[src/design/rlps_pkg.sv]
package rlps_pkg;

    localparam int CMD_W    = 2;
    localparam int CHAN_W   = 8;
    localparam int PIXEL_W  = 3 * CHAN_W;
    localparam int PULSE_W  = 16;
    localparam int TICK_W   = 20;
    localparam int BITS_W   = 5;
    localparam int CFG_IDX_W  = 3;
    localparam int CFG_DATA_W = TICK_W;
    localparam int IN_DATA_W  = 32;
    localparam int OUT_DATA_W = 8;

    localparam int QUEUE_DEPTH = 2;

    // command codes on the input tuser
    localparam logic [CMD_W-1:0] CMD_TICK  = 2'd0;
    localparam logic [CMD_W-1:0] CMD_PIXEL = 2'd1;
    localparam logic [CMD_W-1:0] CMD_LATCH = 2'd2;

    // configuration register indexes
    localparam logic [CFG_IDX_W-1:0] CFG_HIGH_ONE  = 3'd0;
    localparam logic [CFG_IDX_W-1:0] CFG_HIGH_ZERO = 3'd1;
    localparam logic [CFG_IDX_W-1:0] CFG_LOW_BIT   = 3'd2;
    localparam logic [CFG_IDX_W-1:0] CFG_LATCH     = 3'd3;

    localparam logic [PULSE_W-1:0] RST_HIGH_ONE  = 16'd70;
    localparam logic [PULSE_W-1:0] RST_HIGH_ZERO = 16'd35;
    localparam logic [PULSE_W-1:0] RST_LOW_BIT   = 16'd60;
    localparam logic [TICK_W-1:0]  RST_LATCH     = 20'd600;

    localparam logic [BITS_W-1:0] PIXEL_BITS = 5'd24;

    typedef enum logic [1:0] {
        KIND_TICK,
        KIND_PIXEL,
        KIND_LATCH
    } kind_t;

    typedef enum logic [1:0] {
        PH_IDLE,
        PH_HIGH,
        PH_LOW,
        PH_LATCH
    } phase_t;

    typedef struct packed {
        kind_t              kind;
        logic [PIXEL_W-1:0] pixel;  // green, red, blue from msb down
    } item_t;

    typedef struct packed {
        logic line_level;
        logic busy_res;
        logic ignored;
    } result_t;

    // a zero time register behaves as one tick
    function automatic logic [TICK_W-1:0] at_least_one(input logic [TICK_W-1:0] v);
        logic [TICK_W-1:0] r;
        r = (v == '0) ? {{(TICK_W-1){1'b0}}, 1'b1} : v;
        return r;
    endfunction

endpackage

[src/design/rlps_front.sv]
module rlps_front (
    input  logic                         s_tvalid,
    output logic                         s_tready,
    input  logic [rlps_pkg::CMD_W-1:0]   s_tuser,
    input  logic [rlps_pkg::IN_DATA_W-1:0] s_tdata,
    input  logic                         queue_full,
    output logic                         push,
    output rlps_pkg::item_t              push_item
);
    import rlps_pkg::*;

    logic [CHAN_W-1:0] red;
    logic [CHAN_W-1:0] green;
    logic [CHAN_W-1:0] blue;

    assign red   = s_tdata[CHAN_W-1:0];
    assign green = s_tdata[2*CHAN_W-1:CHAN_W];
    assign blue  = s_tdata[3*CHAN_W-1:2*CHAN_W];

    assign s_tready = !queue_full;
    assign push     = s_tvalid && !queue_full;

    always_comb
    begin
        // unused code 3 is a plain tick
        case (s_tuser)
            CMD_PIXEL: push_item.kind = KIND_PIXEL;
            CMD_LATCH: push_item.kind = KIND_LATCH;
            default:   push_item.kind = KIND_TICK;
        endcase
        push_item.pixel = {green, red, blue};
    end

endmodule

[src/design/rlps_queue.sv]
module rlps_queue #(
    parameter int DEPTH = rlps_pkg::QUEUE_DEPTH
) (
    input  logic            clk,
    input  logic            rst_n,
    input  logic            push,
    input  rlps_pkg::item_t push_item,
    output logic            full,
    input  logic            pop,
    output logic            not_empty,
    output rlps_pkg::item_t head_item
);
    import rlps_pkg::*;

    localparam int PTR_W   = $clog2(DEPTH);
    localparam int COUNT_W = $clog2(DEPTH + 1);
    localparam logic [PTR_W-1:0]   LAST_PTR  = PTR_W'(DEPTH - 1);
    localparam logic [COUNT_W-1:0] FULL_COUNT = COUNT_W'(DEPTH);

    item_t              store_reg [DEPTH];
    logic [PTR_W-1:0]   wr_ptr_reg;
    logic [PTR_W-1:0]   wr_ptr_next;
    logic [PTR_W-1:0]   rd_ptr_reg;
    logic [PTR_W-1:0]   rd_ptr_next;
    logic [COUNT_W-1:0] count_reg;
    logic [COUNT_W-1:0] count_next;

    assign full      = (count_reg == FULL_COUNT);
    assign not_empty = (count_reg != '0);
    assign head_item = store_reg[rd_ptr_reg];

    always_comb
    begin
        wr_ptr_next = wr_ptr_reg;
        rd_ptr_next = rd_ptr_reg;
        count_next  = count_reg;
        if (push)
        begin
            wr_ptr_next = (wr_ptr_reg == LAST_PTR) ? '0 : wr_ptr_reg + 1'b1;
        end
        if (pop)
        begin
            rd_ptr_next = (rd_ptr_reg == LAST_PTR) ? '0 : rd_ptr_reg + 1'b1;
        end
        if (push && !pop)
        begin
            count_next = count_reg + 1'b1;
        end
        else if (pop && !push)
        begin
            count_next = count_reg - 1'b1;
        end
    end

    always_ff @(posedge clk or negedge rst_n)
    begin
        if (!rst_n)
        begin
            wr_ptr_reg <= '0;
            rd_ptr_reg <= '0;
            count_reg  <= '0;
        end
        else
        begin
            wr_ptr_reg <= wr_ptr_next;
            rd_ptr_reg <= rd_ptr_next;
            count_reg  <= count_next;
        end
    end

    always_ff @(posedge clk)
    begin
        if (push)
        begin
            store_reg[wr_ptr_reg] <= push_item;
        end
    end

endmodule

[src/design/rlps_back.sv]
module rlps_back (
    input  logic                            clk,
    input  logic                            rst_n,
    input  logic                            cfg_we,
    input  logic [rlps_pkg::CFG_IDX_W-1:0]  cfg_index,
    input  logic [rlps_pkg::CFG_DATA_W-1:0] cfg_data,
    input  logic                            not_empty,
    input  rlps_pkg::item_t                 head_item,
    output logic                            pop,
    output logic                            m_tvalid,
    input  logic                            m_tready,
    output rlps_pkg::result_t               result
);
    import rlps_pkg::*;

    logic [PULSE_W-1:0] high_one_reg;
    logic [PULSE_W-1:0] high_zero_reg;
    logic [PULSE_W-1:0] low_bit_reg;
    logic [TICK_W-1:0]  latch_reg;

    phase_t             phase_reg;
    phase_t             phase_next;
    logic [TICK_W-1:0]  tick_reg;
    logic [TICK_W-1:0]  tick_next;
    logic [PIXEL_W-1:0] shift_reg;
    logic [PIXEL_W-1:0] shift_next;
    logic [BITS_W-1:0]  bits_reg;
    logic [BITS_W-1:0]  bits_next;
    logic               out_valid_reg;
    result_t            out_reg;
    result_t            out_next;

    phase_t             ph_start;
    logic [TICK_W-1:0]  tick_dec;
    logic [BITS_W-1:0]  bits_dec;
    logic [PIXEL_W-1:0] shift_adv;
    logic               is_cmd;

    assign m_tvalid = out_valid_reg;
    assign result   = out_reg;
    assign pop      = not_empty && (!out_valid_reg || m_tready);

    always_comb
    begin
        ph_start   = phase_reg;
        tick_next  = tick_reg;
        shift_next = shift_reg;
        bits_next  = bits_reg;
        out_next   = out_reg;
        tick_dec   = '0;
        bits_dec   = '0;
        shift_adv  = '0;
        is_cmd     = (head_item.kind == KIND_PIXEL) || (head_item.kind == KIND_LATCH);
        out_next.ignored = 1'b0;

        // command handling for this tick
        if (is_cmd && phase_reg != PH_IDLE)
        begin
            out_next.ignored = 1'b1;
        end
        else if (head_item.kind == KIND_PIXEL)
        begin
            shift_next = head_item.pixel;
            bits_next  = PIXEL_BITS;
            ph_start   = PH_HIGH;
            tick_next  = head_item.pixel[PIXEL_W-1] ? at_least_one(TICK_W'(high_one_reg))
                                                    : at_least_one(TICK_W'(high_zero_reg));
        end
        else if (head_item.kind == KIND_LATCH)
        begin
            ph_start  = PH_LATCH;
            tick_next = at_least_one(latch_reg);
        end

        out_next.line_level = (ph_start == PH_HIGH);
        out_next.busy_res   = (ph_start != PH_IDLE);
        phase_next          = ph_start;

        // advance the waveform by one tick
        if (ph_start != PH_IDLE)
        begin
            tick_dec = (tick_next != '0) ? tick_next - 1'b1 : tick_next;
            tick_next = tick_dec;
            if (tick_dec == '0)
            begin
                case (ph_start)
                    PH_HIGH:
                    begin
                        phase_next = PH_LOW;
                        tick_next  = at_least_one(TICK_W'(low_bit_reg));
                    end
                    PH_LOW:
                    begin
                        shift_adv  = {shift_next[PIXEL_W-2:0], 1'b0};
                        bits_dec   = (bits_next != '0) ? bits_next - 1'b1 : bits_next;
                        shift_next = shift_adv;
                        bits_next  = bits_dec;
                        if (bits_dec == '0)
                        begin
                            phase_next = PH_IDLE;
                        end
                        else
                        begin
                            phase_next = PH_HIGH;
                            tick_next  = shift_adv[PIXEL_W-1]
                                ? at_least_one(TICK_W'(high_one_reg))
                                : at_least_one(TICK_W'(high_zero_reg));
                        end
                    end
                    default:
                    begin
                        phase_next = PH_IDLE;
                    end
                endcase
            end
        end
    end

    always_ff @(posedge clk or negedge rst_n)
    begin
        if (!rst_n)
        begin
            phase_reg     <= PH_IDLE;
            tick_reg      <= '0;
            shift_reg     <= '0;
            bits_reg      <= '0;
            out_valid_reg <= 1'b0;
        end
        else
        begin
            if (pop)
            begin
                phase_reg <= phase_next;
                tick_reg  <= tick_next;
                shift_reg <= shift_next;
                bits_reg  <= bits_next;
            end
            if (pop)
            begin
                out_valid_reg <= 1'b1;
            end
            else if (m_tready)
            begin
                out_valid_reg <= 1'b0;
            end
        end
    end

    always_ff @(posedge clk)
    begin
        if (pop)
        begin
            out_reg <= out_next;
        end
    end

    always_ff @(posedge clk or negedge rst_n)
    begin
        if (!rst_n)
        begin
            high_one_reg  <= RST_HIGH_ONE;
            high_zero_reg <= RST_HIGH_ZERO;
            low_bit_reg   <= RST_LOW_BIT;
            latch_reg     <= RST_LATCH;
        end
        else if (cfg_we)
        begin
            case (cfg_index)
                CFG_HIGH_ONE:  high_one_reg  <= cfg_data[PULSE_W-1:0];
                CFG_HIGH_ZERO: high_zero_reg <= cfg_data[PULSE_W-1:0];
                CFG_LOW_BIT:   low_bit_reg   <= cfg_data[PULSE_W-1:0];
                CFG_LATCH:     latch_reg     <= cfg_data[TICK_W-1:0];
                default:       ;
            endcase
        end
    end

endmodule

[src/design/rgb_led_pulse_width_serializer_unit.sv]
// single-wire rgb led serializer
//
// every input word is one tick of the led line. s_tuser carries the command
// (plain tick, start pixel, start latch gap), s_tdata the colour. a pixel goes
// out green, red, blue, msb first; each bit is a high pulse of the one-time or
// zero-time followed by the low time. a latch gap holds the line low.
// commands that arrive while a pixel or latch is running are dropped and
// flagged in the result word.
// every input word gives exactly one result word on m_tdata, in order.
// throughput is one word per cycle while m_tready stays high; the tick state
// machine in the back end updates once per word. with the queue empty, an
// accepted word is written to the queue register and its result to the output
// register, and then m_tvalid rises with the result word.
// a stalled m_tready holds the output word; the queue between front and back
// keeps accepting until it fills, then s_tready drops.
// reset puts the line idle, empties the queue and loads the default times (70, 35, 60, 600
// ticks). timing registers are written through cfg_we, cfg_index, cfg_data. the user must
// write them only while the line is idle (not enforced); an unknown index is ignored.
module rgb_led_pulse_width_serializer_unit #(
    parameter int QUEUE_DEPTH = rlps_pkg::QUEUE_DEPTH
) (
    input  logic                             clk,
    input  logic                             rst_n,
    input  logic                             s_tvalid,
    output logic                             s_tready,
    input  logic [rlps_pkg::IN_DATA_W-1:0]   s_tdata,  // red, green, blue, zero pad
    input  logic [rlps_pkg::CMD_W-1:0]       s_tuser,  // command
    output logic                             m_tvalid,
    input  logic                             m_tready,
    output logic [rlps_pkg::OUT_DATA_W-1:0]  m_tdata,  // line_level, busy_res, ignored, zero pad
    input  logic                             cfg_we,
    input  logic [rlps_pkg::CFG_IDX_W-1:0]   cfg_index,
    input  logic [rlps_pkg::CFG_DATA_W-1:0]  cfg_data
);
    import rlps_pkg::*;

    logic    push;
    item_t   push_item;
    logic    queue_full;
    logic    pop;
    logic    not_empty;
    item_t   head_item;
    result_t result;

    rlps_front u_front (
        .s_tvalid   (s_tvalid),
        .s_tready   (s_tready),
        .s_tuser    (s_tuser),
        .s_tdata    (s_tdata),
        .queue_full (queue_full),
        .push       (push),
        .push_item  (push_item)
    );

    rlps_queue #(
        .DEPTH (QUEUE_DEPTH)
    ) u_queue (
        .clk       (clk),
        .rst_n     (rst_n),
        .push      (push),
        .push_item (push_item),
        .full      (queue_full),
        .pop       (pop),
        .not_empty (not_empty),
        .head_item (head_item)
    );

    rlps_back u_back (
        .clk       (clk),
        .rst_n     (rst_n),
        .cfg_we    (cfg_we),
        .cfg_index (cfg_index),
        .cfg_data  (cfg_data),
        .not_empty (not_empty),
        .head_item (head_item),
        .pop       (pop),
        .m_tvalid  (m_tvalid),
        .m_tready  (m_tready),
        .result    (result)
    );

    assign m_tdata = {{(OUT_DATA_W-3){1'b0}}, result.ignored, result.busy_res, result.line_level};

endmodule

[config.mk]
export PLATFORM = sky130hd
export DESIGN_NAME = rgb_led_pulse_width_serializer_unit
export DESIGN_NICKNAME = d
export VERILOG_FILES = /design/src/design/rlps_pkg.sv /design/src/design/rlps_front.sv /design/src/design/rlps_queue.sv /design/src/design/rlps_back.sv /design/src/design/rgb_led_pulse_width_serializer_unit.sv
export SDC_FILE = /design/constraint.sdc
export NUM_CORES = 1
export LEC_CHECK = 0
export ABC_AREA = 1
export BUFFER_PORTS_ARGS = -buffer_cell sky130_fd_sc_hd__buf_2
export CORE_AREA = 3 3 121 170
export DETAILED_ROUTE_END_ITERATION = 10
export DIE_AREA = 0 0 124 173
export GPL_ROUTABILITY_DRIVEN = 0
export PLACE_DENSITY = 0.74
export SYNTH_ARGS = -nofsm -noshare
export SYNTH_HDL_FRONTEND = slang
export SYNTH_SLANG_ARGS = --single-unit
[constraint.sdc]
create_clock -name clk -period 4.5 [get_ports clk]
set_clock_uncertainty 0.15 [all_clocks]
set_input_delay 0.225 -clock clk [delete_from_list [all_inputs] [get_ports clk]]
set_output_delay 0.225 -clock clk [all_outputs]
set_load 0.02 [all_outputs]
==> results.py, run 1 <==
metrics = {
    "synth": {
        "syn_inst": 1512,
        "synth_cell_types": 40,
        "synth_top_family_by_area": "simple AND/OR/NAND/NOR gates",
        "synth.area.mux_share_pct": 0.7040,
        "synth_simple_gate_area_share_pct": 32.02,
        "async_reset_ff_share_pct": 69.10,
        "netlist_area_sq_um": 10660,
        "syn_avg_cell_area_sq_um": 7.053,
        "ys_seq_area_share_pct": 44.51,
        "ys_dominant_reg_cell": "dfrtp_1",
        "synth-edff-count": 55,
        "synth_compound_gate_area_share_pct": 11.85,
        "synth-xor-area-share_pct": 1.150,
        "synthAdderAreaFrac_pct": 0.7040,
        "ys_warn_count": 0,
        "synth_seq_cells": 178,
    },
    "grt": {
        "grt_pass1_wl_microns": 48000,
        "grt-ovfl-total": 0,
        "grt_usage_pct": 28.22,
        "grt_max_degree": 70,
        "grt_antenna_before_repair": 0,
        "grt_pass1_vias": 10025,
    },
    "run": {
        "drv_cap": 0,
    },
    "die": {
        "rows": 60,
        "die-area_sq_um": 21450,
        "die_w_microns": 124,
        "core-area_sq_um": 19220,
        "initial_utilization_pct": 55.49,
        "die_h_microns": 173,
        "boundaryPins": 72,
    },
    "worst_setup_path": {
        "crit_required_ps": 4650,
        "regToRegSetupSlack_ps": 260,
        "crit_top_cell": "nand2_1",
        "crit_path_end_kind": "register",
        "cp_top_family": "simple AND/OR/NAND/NOR gates",
        "arrival_ps": 4390,
        "slowest_delay_ps": 410,
        "reg2regPathDepth": 26,
        "start_kind": "register",
        "critPathSlowestCell": "dfrtp_1",
        "r2r_start": "u_queue.rd_ptr_reg",
        "crit_path_end": "u_back.phase_reg[1]",
        "worstReg2RegEnd": "u_back.phase_reg[1]",
        "path_buf_inv": 5,
        "startpoint": "u_queue.rd_ptr_reg",
        "crit_type": "reg -> reg",
        "worst-path-stages": 26,
        "cp_max_fo": 20,
    },
    "clock_network": {
        "clock-sinks": 178,
        "cts_root_buf": "clkbuf_16",
        "cts_tree": "built",
        "cts_buffers": 17,
        "clockBufferDepth": 2,
        "insertion_delay_ps": 440,
        "htree_levels": 4,
        "path_clk_slew_ps": 80,
    },
    "placed_design": {
        "dp_hpwl_microns": 19770,
        "port_buffers": 58,
    },
    "detailed_routing": {
        "dr_wl_met2_microns": 14800,
        "routedWlPerCell_microns": 15.65,
        "postRouteWirelength_microns": 29250,
        "ant_nets": 0,
        "maxUsedRoutingLayer": "met4",
        "drt-met1-wl_microns": 11040,
        "drc": 0,
        "drt_iter0_markers": 726,
        "vias_per_cell": 5.387,
        "wl_met3_microns": 1320,
        "vias": 10068,
        "firstDrtPassIters": 6,
    },
    "pwr": {
        "powerDensity_nw_per_um2": 842.4,
        "total_power_mw": 10.46,
        "irDropWorstVdd_uv": 434.2,
        "p_leak_nw": 6.175,
    },
    "layout": {
        "largest_reg_flops": 52,
        "drive_gt1_share_pct": 11.97,
        "diodes": 0,
        "fin_nets": 1676,
        "area_growth_pct": 16.44,
    },
    "sta": {
        "final.min_clock_period_ps": 4240,
        "fin_tns_setup_ps": 0,
        "worst_pin_slew_ps": 1183,
        "whs_ps": 22.14,
        "hold_viol_final": 0,
        "setup_viol": 0,
        "max-slew-margin-rel_pct": 20.91,
        "period_share_pct": 94.22,
        "fmax_mhz": 235.8,
        "report.final.slew_viol_count": 0,
    },
    "outcome": {
        "status": "completed",
    },
    "min_path": {
        "hold_class": "in -> reg",
    },
}
cell type report:
class	instances	area, sq um
Multi-Input combinational cell	1109	5041
Timing Repair Buffer	150	1177
Clock buffer	19	432.9
Clock inverter	13	135.1
Fill cell	1721	6802
Tap cell	248	310.3
Sequential cell	178	4747
Inverter	152	573.1
kinds of logic after synthesis:
kind of cell             count (synthesis)
AO/OA/AOI/OAI                          246
XOR/XNOR                                14
adder cells (fa/ha/maj)                  6
buffers and inverters                  229
flip-flops                             178
multiplexers                             7
other                                    1
AND/OR/NAND/NOR                        831
layout by cell type, fill, tap and decap left out, types with 4 or more instances in the layout:
cell type,netlist,layout
nand2_2,8,13
dfrtp_1,109,109
buf_12,0,5
nand2_1,530,525
nor2_1,146,140
buf_2,19,57
nand3_1,116,115
inv_1,145,144
edfxtp_1,55,55
dlygate4sd3_1,0,48
nor2_4,3,4
inv_8,0,5
nor2_2,0,5
inv_2,6,5
conb_1,1,5
mux2_2,4,4
o22ai_1,4,4
xor2_1,11,11
dfstp_2,14,14
or2_2,5,5
o21ai_0,191,191
o21bai_1,4,4
buf_4,9,37
nand4_1,11,11
clkbuf_16,0,17
ha_1,6,4
a21oi_1,39,38
what timing repair did:
| action | in CTS | in global routing |
|---|---|---|
| endpoints found under the setup margin | 1 | 46 |
| hold buffers | 48 | 0 |
| pin swaps | 0 | 4 |
| setup buffers | 0 | 4 |
| endpoints found under the hold margin | 164 | 0 |
| resized for setup | 1 | 17 |
worst min-delay path by stage:
stage | start | endpoint | slack (ps) | depth (start not counted)
finish | cfg_data[6] | u_back.high_zero_reg[6] | 20 | 3
global route | cfg_data[6] | u_back.high_zero_reg[6] | 10 | 3
CTS | cfg_data[6] | u_back.high_zero_reg[6] | 5 | 3
detailed placement | s_tdata[5] | u_queue.store_reg[1][13] | 270 | 1
global placement | s_tdata[1] | u_queue.store_reg[1][9] | 260 | 1
floorplan | rst_n | u_back.bits_reg[0] | -220 | 0
cell usage after synthesis (2+ instances only):
master | count | area share [%]
mux2i_1 | 3 | 0.28
mux2_2 | 4 | 0.42
o21ai_1 | 3 | 0.14
buf_4 | 9 | 0.63
nor2_1 | 146 | 5.1
or2_2 | 5 | 0.29
ha_1 | 6 | 0.70
dfstp_2 | 14 | 3.4
nand2_2 | 8 | 0.47
edfxtp_1 | 55 | 15
o21ai_0 | 191 | 9.0
xnor2_1 | 3 | 0.25
xor2_1 | 11 | 0.90
nand3_1 | 116 | 5.4
buf_2 | 19 | 0.89
a21oi_1 | 39 | 1.8
nor3_1 | 2 | 0.094
dfrtp_1 | 109 | 26
o21bai_1 | 4 | 0.28
inv_1 | 145 | 5.1
buf_6 | 6 | 0.63
inv_2 | 6 | 0.21
and2_1 | 2 | 0.12
o22ai_1 | 4 | 0.23
clkbuf_1 | 40 | 1.4
nand2_1 | 530 | 19
buf_1 | 3 | 0.11
nor2_4 | 3 | 0.32
nand2_4 | 5 | 0.53
nand4_1 | 11 | 0.65
routing by layer:
layer | global-route usage, % | vias up
li1 | - | 4996
met4 | 18.36 | 0
met3 | 4.287 | 130
met5 | 0 | -
met1 | 32.11 | 4620
met2 | 48.14 | 322
worst min-delay path, stage by stage:
cell     delay (ps)
buf_2            70
inv_1           100
o21ai_0         170
metrics by stage:
stage	instance area, sq um	utilization (%)	worst slack [ps]	std cells
after floorplan	10680	-	317.6	1516
after global placement	11260	58.59	90.27	1785
after detailed placement	11260	58.59	23.24	1785
after CTS	12320	64.09	41.48	1865
after global routing	12420	64.61	-9.633	1869
final	12420	64.61	260.0	1869
power by group:
group	internal [mW]	total (mW)	leakage (nW)	switching (mW)
registers	2.21	2.48	2.02	0.277
logic	2.16	6.52	3.88	4.36
clock network	0.739	1.46	0.275	0.718
Note: power is estimated with default switching activity, not from simulation.
==> run 2, diff against run 1 <==
Settings changed: CORE_AREA 3 3 121 170 to 3 3 142 144, DIE_AREA 0 0 124 173 to 0 0 145 147, REMOVE_ABC_BUFFERS from default to 1.
==> results.py, run 2 (synthesized netlist as in run 1, its figures left out) <==
metrics = {
    "sta": {
        "setup_viol": 0,
        "period_share_pct": 95.51,
        "whs_ps": 68.21,
        "max-slew-margin-rel_pct": 17.76,
        "final.min_clock_period_ps": 4298,
        "hold_viol_final": 0,
        "worst_pin_slew_ps": 1230,
        "report.final.slew_viol_count": 0,
        "fmax_mhz": 232.7,
    },
    "grt": {
        "grt_max_degree": 57,
        "grt_antenna_before_repair": 0,
        "grt_pass1_vias": 9541,
        "grt-ovfl-total": 0,
        "grt_pass1_wl_microns": 47060,
        "grt_usage_pct": 26.88,
    },
    "layout": {
        "regArea_sq_um": 4748,
        "layout_commonest_cell": "nand2_1",
        "finalNonFillerCells": 1898,
        "fin_nets": 1693,
        "diodes": 0,
        "drive_gt1_share_pct": 13.00,
        "multiInputGateArea_sq_um": 5067,
        "fillerInstances": 1587,
        "final_cell_mix": "nand2_1, o21ai_0, inv_1, nor2_1, nand3_1",
        "area_growth_pct": 17.52,
        "largest_reg_flops": 52,
    },
    "worst_setup_path": {
        "start_kind": "register",
        "crit_path_end_kind": "register",
        "path_buf_inv": 6,
        "critPathSlowestCell": "dfrtp_2",
        "arrival_ps": 4530,
        "crit_required_ps": 4730,
        "startpoint": "u_queue.rd_ptr_reg",
        "crit_top_cell": "nand2_1",
        "r2r_start": "u_queue.rd_ptr_reg",
        "cp_top_family": "simple AND/OR/NAND/NOR gates",
        "slowest_delay_ps": 390,
        "crit_type": "reg -> reg",
        "cp_max_fo": 12,
    },
    "pwr": {
        "switchingPower_mw": 5.414,
        "p_leak_nw": 6.266,
        "irDropWorstVdd_uv": 629.6,
        "powerDensity_nw_per_um2": 836.2,
        "p_seq_share_pct": 23.7,
        "p_clk_share_pct": 13.8,
        "comb_power_share_pct": 62.4,
        "p_int_mw": 5.065,
        "swShare_pct": 51.66,
    },
    "run": {
        "drv_cap": 0,
    },
    "die": {
        "die_h_microns": 147,
        "die_w_microns": 145,
        "initial_utilization_pct": 56.63,
        "die-area_sq_um": 21320,
        "rows": 50,
        "boundaryPins": 72,
        "core-area_sq_um": 18830,
    },
    "detailed_routing": {
        "vias_per_cell": 5.462,
        "vias": 10367,
        "drc": 0,
        "ant_nets": 0,
        "firstDrtPassIters": 6,
        "postRouteWirelength_microns": 29220,
        "routedWlPerCell_microns": 15.39,
        "drt_iter0_markers": 844,
    },
    "clock_network": {
        "path_clk_slew_ps": 80,
        "cts_tree": "built",
        "cts_buffers": 17,
        "htree_levels": 4,
        "insertion_delay_ps": 440,
        "clock-sinks": 178,
        "clockBufferDepth": 2,
        "cts_root_buf": "clkbuf_16",
    },
    "min_path": {
        "hold_class": "in -> reg",
        "hold_start": "s_tvalid",
    },
    "placed_design": {
        "port_buffers": 58,
        "placed_cells": 1802,
        "dp_hpwl_microns": 18890,
    },
    "outcome": {
        "status": "completed",
    },
}
-- run 2: final timing paths --
check | to | slack (ps) | depth (start not counted)
setup / recovery | u_back.shift_reg[8] | 200 | 25
hold / removal | u_queue.wr_ptr_reg | 70 | 5
setup reg to reg | u_back.shift_reg[8] | 200 | 25
hold reg to reg | u_back.shift_reg[13] | 330 | 2
max in group asynchronous | u_queue.rd_ptr_reg | 3090 | 3
min in group asynchronous | u_back.high_zero_reg[3] | 90 | 2
-- run 2: tightest hold or removal path, cell delays in order --
cell	delay, ps
buf_2	80
nand2_1	90
inv_1	110
nor2_1	50
nor2_1	70
-- run 2: power by group through the flow --
stage	combinational (mW)	sequential, mW	clock [mW]
5_1_grt	7.31	2.53	1.53
4_1_cts	6.19	2.47	1.47
3_5_place_dp	6.09	2.49	0
3_3_place_gp	5.97	2.49	0
2_1_floorplan	4.24	2.47	0
6_report	6.54	2.49	1.45
-- run 2: final cells by class --
class                   count  share of cell area [%]
clock buffers              17                   3.395
flip-flops and latches    178                   37.89
multi-input cells        1110                   40.44
well taps                 260                   2.596
repair buffers            166                   9.994
inverters                 152                   4.573
clock inverters            15                   1.118
-- run 2: metal layers --
layer	global-route usage, %	part of all wire (%)
met5	0	0
met4	8.029	2.1
met3	4.596	7.9
met2	44.74	47
met1	36.47	43
-- run 2: repair_timing --
action,CTS,global route
hold buffers,49,0
hold endpoints to repair,138,0
pin swaps,0,5
gates cloned,0,1
gates resized for setup,2,20
endpoints found under the setup margin,30,46
setup buffers,0,14
-- run 2: per-stage QoR --
stage          setup WS, ps  power [mW]  setup TNS (ps)  util (%)  instance area [sq um]
3_3_place_gp          42.75       8.454               0     59.94                  11290
6_report              201.9       10.48               0     66.55                  12530
5_1_grt              -39.90       11.38          -99.35     66.55                  12530
3_5_place_dp         -20.49       8.581          -239.2     59.94                  11290
2_1_floorplan         -1166       6.711          -56140         -                  10290
4_1_cts               24.15       10.13               0     65.61                  12360
